## src/hw/rtl/wes_pkg.sv

```systemverilog
// ----------------------------------------------------------------------------
// wes_pkg
// Shared types, register indexes and fixed-point helpers of the wave stencil.
// ----------------------------------------------------------------------------
package wes_pkg;

  localparam int unsigned GridWidthDef  = 256;
  localparam int unsigned GridHeightDef = 256;
  localparam int unsigned SampleBits    = 32;
  localparam int unsigned WideBits      = 48;
  localparam int unsigned ProdBits      = 66;

  // configuration register indexes
  localparam logic [7:0] REG_SPEED_LEFT   = 8'd0;
  localparam logic [7:0] REG_SPEED_RIGHT  = 8'd1;
  localparam logic [7:0] REG_SPLIT_COLUMN = 8'd2;
  localparam logic [7:0] REG_COEF_X       = 8'd3;
  localparam logic [7:0] REG_COEF_Y       = 8'd4;
  localparam logic [7:0] REG_COEF_SRC     = 8'd5;
  localparam logic [7:0] REG_SOURCE_X     = 8'd6;
  localparam logic [7:0] REG_SOURCE_Y     = 8'd7;

  typedef struct packed {
    logic signed [31:0] current_sample;
    logic signed [31:0] older_sample;
    logic signed [31:0] source_value;
    logic               clear_max;
    logic               frame_end;
  } in_item_t;

  typedef struct packed {
    logic signed [31:0] new_sample;
    logic [7:0]         out_row;
    logic [7:0]         out_column;
    logic [31:0]        max_magnitude;
    logic               last_of_step;
  } out_item_t;

  typedef struct packed {
    logic [31:0] speed_left;
    logic [31:0] speed_right;
    logic [8:0]  split_column;
    logic [31:0] coef_x;
    logic [31:0] coef_y;
    logic [31:0] coef_src;
    logic [7:0]  source_x;
    logic [7:0]  source_y;
  } cfg_t;

  // one classified request with its five-point neighborhood
  typedef struct packed {
    logic signed [31:0] u;
    logic signed [31:0] uo;
    logic signed [31:0] e;
    logic signed [31:0] w;
    logic signed [31:0] n;
    logic signed [31:0] s;
    logic signed [31:0] src;
    logic [7:0]         out_row;
    logic [7:0]         out_column;
    logic               clear_max;
    logic               emit;
    logic               interior;
    logic               at_source;
    logic               right_c;
    logic               right_w;
    logic               last;
  } entry_t;

  function automatic logic signed [31:0] sat_sample(input logic signed [WideBits-1:0] x);
    logic signed [WideBits-1:0] hi;
    logic signed [WideBits-1:0] lo;
    hi = WideBits'(64'sd2147483647);
    lo = WideBits'(-64'sd2147483648);
    if (x > hi) begin
      return 32'sh7fffffff;
    end else if (x < lo) begin
      return 32'sh80000000;
    end
    return x[31:0];
  endfunction

  // round half up back to Q8.24, then saturate
  function automatic logic signed [31:0] qround(input logic signed [ProdBits-1:0] p);
    logic signed [ProdBits-1:0] t;
    logic signed [ProdBits-25:0] s;
    t = p + ProdBits'(64'sd8388608);
    s = t[ProdBits-1:24];
    return sat_sample(WideBits'(s));
  endfunction

  function automatic logic [31:0] speed_x2(input logic [31:0] p);
    return p[31] ? 32'hffffffff : {p[30:0], 1'b0};
  endfunction

  function automatic logic [31:0] speed_sum(input logic [31:0] a, input logic [31:0] b);
    logic [32:0] t;
    t = {1'b0, a} + {1'b0, b};
    return t[32] ? 32'hffffffff : t[31:0];
  endfunction

endpackage

```

## src/hw/rtl/wes_queue.sv

```systemverilog
// ----------------------------------------------------------------------------
// wes_queue
// Two-entry queue between the classifying front and the arithmetic back.
// ----------------------------------------------------------------------------
module wes_queue (
  input  logic            clk_i,
  input  logic            rst_ni,
  input  logic            push_i,
  input  wes_pkg::entry_t push_data_i,
  output logic            full_o,
  input  logic            pop_i,
  output wes_pkg::entry_t pop_data_o,
  output logic            empty_o
);
  import wes_pkg::*;

  entry_t     slot_q [2];
  logic       wr_ptr_q, rd_ptr_q;
  logic [1:0] count_q;

  assign full_o     = (count_q == 2'd2);
  assign empty_o    = (count_q == 2'd0);
  assign pop_data_o = slot_q[rd_ptr_q];

  // store pushed entries
  always_ff @(posedge clk_i) begin
    if (push_i) begin
      slot_q[wr_ptr_q] <= push_data_i;
    end
  end

  // advance pointers and fill count
  always_ff @(posedge clk_i or negedge rst_ni) begin
    if (!rst_ni) begin
      wr_ptr_q <= 1'b0;
      rd_ptr_q <= 1'b0;
      count_q  <= 2'd0;
    end else begin
      if (push_i) wr_ptr_q <= ~wr_ptr_q;
      if (pop_i)  rd_ptr_q <= ~rd_ptr_q;
      if (push_i && !pop_i) begin
        count_q <= count_q + 2'd1;
      end else if (pop_i && !push_i) begin
        count_q <= count_q - 2'd1;
      end
    end
  end

endmodule

```

## config.mk

```make
export PLATFORM = sky130hd
export DESIGN_NAME = wes_queue
export DESIGN_NICKNAME = d
export VERILOG_FILES = /design/src/hw/rtl/wes_pkg.sv /design/src/hw/rtl/wes_queue.sv
export SDC_FILE = /design/constraint.sdc
export NUM_CORES = 1
export LEC_CHECK = 0
export BUFFER_PORTS_ARGS = -buffer_cell sky130_fd_sc_hd__buf_2
export CAP_MARGIN = 20
export CELL_PAD_IN_SITES_DETAIL_PLACEMENT = 0
export CELL_PAD_IN_SITES_GLOBAL_PLACEMENT = 2
export CORE_AREA = 2 2 236 238
export DETAILED_ROUTE_END_ITERATION = 8
export DIE_AREA = 0 0 238 240
export GPL_TIMING_DRIVEN = 0
export PLACE_DENSITY_LB_ADDON = 0.1
export SYNTH_ARGS = -nofsm -noshare
export SYNTH_HDL_FRONTEND = slang
export SYNTH_SLANG_ARGS = --single-unit
```

## constraint.sdc

```tcl
create_clock -name clk_i -period 12.8 [get_ports clk_i]
set_input_delay 3.84 -clock clk_i [delete_from_list [all_inputs] [get_ports clk_i]]
set_output_delay 3.84 -clock clk_i [all_outputs]
set_load 0.005 [all_outputs]
```

# Word level (Yosys, flattened, before mapping)
# Memory sizes are Yosys's and may differ from the RTL's.
# Index checks and enable logic that the tools add are counted.
# totals
reg_bits	4
mem_bits_rw	494
inputBits	251
output_inout_bits	249
elab_cells	19
mem_count	1
# op_classes
n_addsub	2
n_eq_ne	1
n_mux	4
bitwise_logic	2
reduce_logical	6
# memory_table
name	depth	word_bits	read_ports	rd_ports_with_merged_regs	write_ports	line_no	source
slot_q	2	247	1	0	1	wes_queue.sv:17	entry_t slot_q [2];
# op_table
cell	n
2-bit 2-to-1 mux	2
2-bit by 1-bit adder with 2-bit output (second input constant)	1
2-bit equality test (second input constant)	1
1-bit logical AND	2
1-bit zero test	2
2-bit zero test	1
1-bit 2-to-1 mux	2
1-bit NOT	2
2-bit nonzero test	1
2-bit by 1-bit subtractor with 2-bit output (second input constant)	1

# Logic depth before layout (Yosys ltp)
# depth
word_depth	4
mapped_depth	5

# Worst setup path after synthesis
# Ideal clock, no wire load.
# synth_timing
path_type	input to register
start	input port push_i
end	memory slot_q[0][0] (netlist name) (enable)
arrival_time_ns	14.471
required_time_ns	11.911
slack_ns	-2.560
path_stages	1
path_cell_list	nor2b_1
# synth_via
elab_chain_len	2
# synth_rtl
item	line_no	source
start: declaration	wes_queue.sv:8	input logic push_i,
1-bit 2-to-1 mux	wes_queue.sv:27	if (push_i) begin
1-bit 2-to-1 mux (not written as such)	wes_queue.sv:28	slot_q[wr_ptr_q] <= push_data_i;
end: declaration	wes_queue.sv:17	
# Every way passes these cells.

==> reports/results.tsv <==
stage	metric	value	unit
final_layout	layout-drive-gt1-share	0.614	
final_layout	layoutNonFillerInstCount	2111	
place	hpwl	31600	um
place	preCtsSetupSlack	6.82	ns
sta	setup_slack	7.02	ns
clocking	htree_levels	2	
floorplanning	rows	86	
grt	grtUsageTotal	0.150	
sta	slew_violations	0	
clocking	clk_pin_slew	0.06	ns
clocking	clock_tree.buffer_depth	3	
sta	fmax	0.173	GHz
floorplanning	core-area	54700	um2
grt	grt_pass1_vias	9887	
detailed_routing	wire_per_inst	20.8	um
sta	rsz0062_at_grt	no	
synth	ys_seq_elements	498	
floorplanning	die_x	238	um
final_layout	fin_area	24400	um2
place	dp.cells	2003	
place	port_buffers	499	
critical_path	worst_ep_arrival_time	1.94	ns
sta	fin_tns_setup	0	ns
synth	synthCells	785	
synth	ys_warn_count	0	
sta	worst_pin_slew	0.709	ns
clocking	cts-resized-gates	0	
final_layout	register_area	14900	um2
final_layout	layout_commonest_cell	buf_2	
detailed_routing	first_pass_iters	4	
final_layout	fillers	4893	
grt	grt_pass1_wl	62700	um
detailed_routing	postRouteAntennaNets	0	
critical_path	startpoint_type	register	
critical_path	slowest_delay	0.34	ns
power	ir_worst_vdd	0.122	mV
critical_path	crit_top_cell	buf_8	
min_path	hp-class	register to register	
status	status	complete, no violations	
floorplanning	io_pins	500	
clocking	cts.sinks	498	
clocking	clockRootBuffer	clkbuf_16	
critical_path	path_max_fanout	10	
detailed_routing	drtIter0Drc	321	
power	intPower	3.94	mW
power	p_leak	9.69	nW
power	seqPwrFrac	0.410	
place	placedInstanceArea	22700	um2
synth	syn_area_per_cell	24.1	um2
grt	antenna_found_initial	19	
clocking	cts-hold-fix-buffers	0	
clocking	post_cts_buffers	0	
sta	setup_viol	0	
power	power_density	222	nW/um2
sta	skew	0.0193	ns
final_layout	multiInputGateArea	3630	um2
clocking	cts_made_buffers	55	
power	fin_total_pwr	5.42	mW
detailed_routing	viasPerCell	4.40	
critical_path	end_kind	output pin	
final_layout	postLayoutCoreUtil	0.446	
detailed_routing	num_vias	9297	
synth	seq_area_frac_synth	0.790	
clocking	cts_tree	done	
floorplanning	die-area	57100	um2
flow_run	maxCapViolCount	0	
clocking	worstSkewPairLatency	0.58	ns
grt	grt_max_degree	58	
power	p_sw_frac	0.272	
final_layout	layout_common_cells	buf_2, edfxtp_1, mux2_4	
floorplanning	start_util	0.346	
synth	synth_cell_types	15	
sta	period_needed	5.78	ns
critical_path	crit_type	register to output pin	
power	power_frac_comb	0.318	
power	power.switching	1.48	mW
detailed_routing	drc	0	
sta	fin_hold_ws	0.491	ns
critical_path	crit_slowest_cell	dfrtp_1	
sta	finalCritPeriodShare	0.452	
synth	synth_area	18900	um2
grt	overflow	0	
floorplanning	die_y	240	um
final_layout	syn_to_final_growth	28.8	%
synth	synth_nets	1037	
final_layout	fin_nets	1608	
critical_path	cp.required	8.96	ns
power	power.share.clock	0.271	
sta	relSlewSlack	0.526	
place	globalplace.congestion	0.723	
critical_path	path_cells	buf_6, buf_8, buf_8, mux2_4, buf_2	
detailed_routing	wl	43900	um
sta	finalHoldViolCount	0	
[kinds of logic (layout without fill, tap and decap cells)]
family	count (synthesis)	count (layout)	synth area share
other	0	7	0
DFF	498	498	0.790
xor gates and xnor gates	5	5	0.00232
adders and majority gates	1	1	0.000662
and+or+nand+nor	5	5	0.00139
muxes	247	247	0.187
buffers and inverters	29	644	0.0189
[critical path: cells and delay by family (launching register included)]
kind	cells	cell delay, ns
mux	1	0.31
buf+inv	4	0.69
flops	1	0.34
[sequential cells by signal, indices dropped and copies added (netlist names)]
name      cells
slot_q      494
count_q       2
rd_ptr_q      1
wr_ptr_q      1
[power by group through the flow]
| stage | Clock (mW) | Combinational (mW) | Sequential, mW |
|---|---|---|---|
| after floorplan | 0 | 1.04 | 2.33 |
| after global placement | 0 | 1.70 | 2.41 |
| after detailed placement | 0 | 1.77 | 2.26 |
| after CTS | 1.52 | 1.78 | 2.23 |
| after global routing | 1.58 | 1.86 | 2.25 |
| final | 1.47 | 1.72 | 2.22 |
[cell type report]
cell class / count / area share
timing repair buffer: 514 / 0.117
sequential: 498 / 0.613
inverter: 1 / 0.000154
antenna: 7 / 0.000719
tap: 704 / 0.0362
buffer: 28 / 0.0145
multi-input combinational: 258 / 0.149
clock buffer: 72 / 0.0609
clock inverter: 29 / 0.00827
[synth_stat cells (all sizes together)]
| library cell | instances | area share |
|---|---|---|
| edfxtp | 494 | 0.78 |
| mux2 | 247 | 0.19 |
| buf | 28 | 0.019 |
| dfrtp | 4 | 0.0053 |
| xor2 | 4 | 0.0019 |
| nor2 | 2 | 0.00040 |
| nor2b | 2 | 0.00066 |
| and2 | 1 | 0.00033 |
| ha | 1 | 0.00066 |
| inv | 1 | 0.00020 |
| xnor2 | 1 | 0.00046 |
[per-layer routing]
layer | part of all wire | vias to the layer above | routed length (um) | global-route usage
met5 | 0.0036 | - | 160 | 0
met4 | 0.017 | 24 | 751 | 0.0375
met3 | 0.11 | 73 | 4810 | 0.0785
met2 | 0.49 | 306 | 21700 | 0.254
met1 | 0.38 | 4600 | 16500 | 0.167
li1 | - | 4294 | - | -
[worst paths after layout]
path / end / slack, ns / start / cells past startpoint
min in group asynchronous: wr_ptr_q / 3.05 / rst_ni / 1
max reg2reg: slot_q[0][131] / 10.48 / wr_ptr_q / 5
max: pop_data_o[206] / 7.02 / rd_ptr_q / 5
min reg2reg: count_q[1] / 0.49 / count_q[1] / 1
max in group asynchronous: count_q[0] / 9.62 / rst_ni / 1
min: count_q[1] / 0.49 / count_q[1] / 1
No activity file was read; power rests on OpenSTA's default activity.
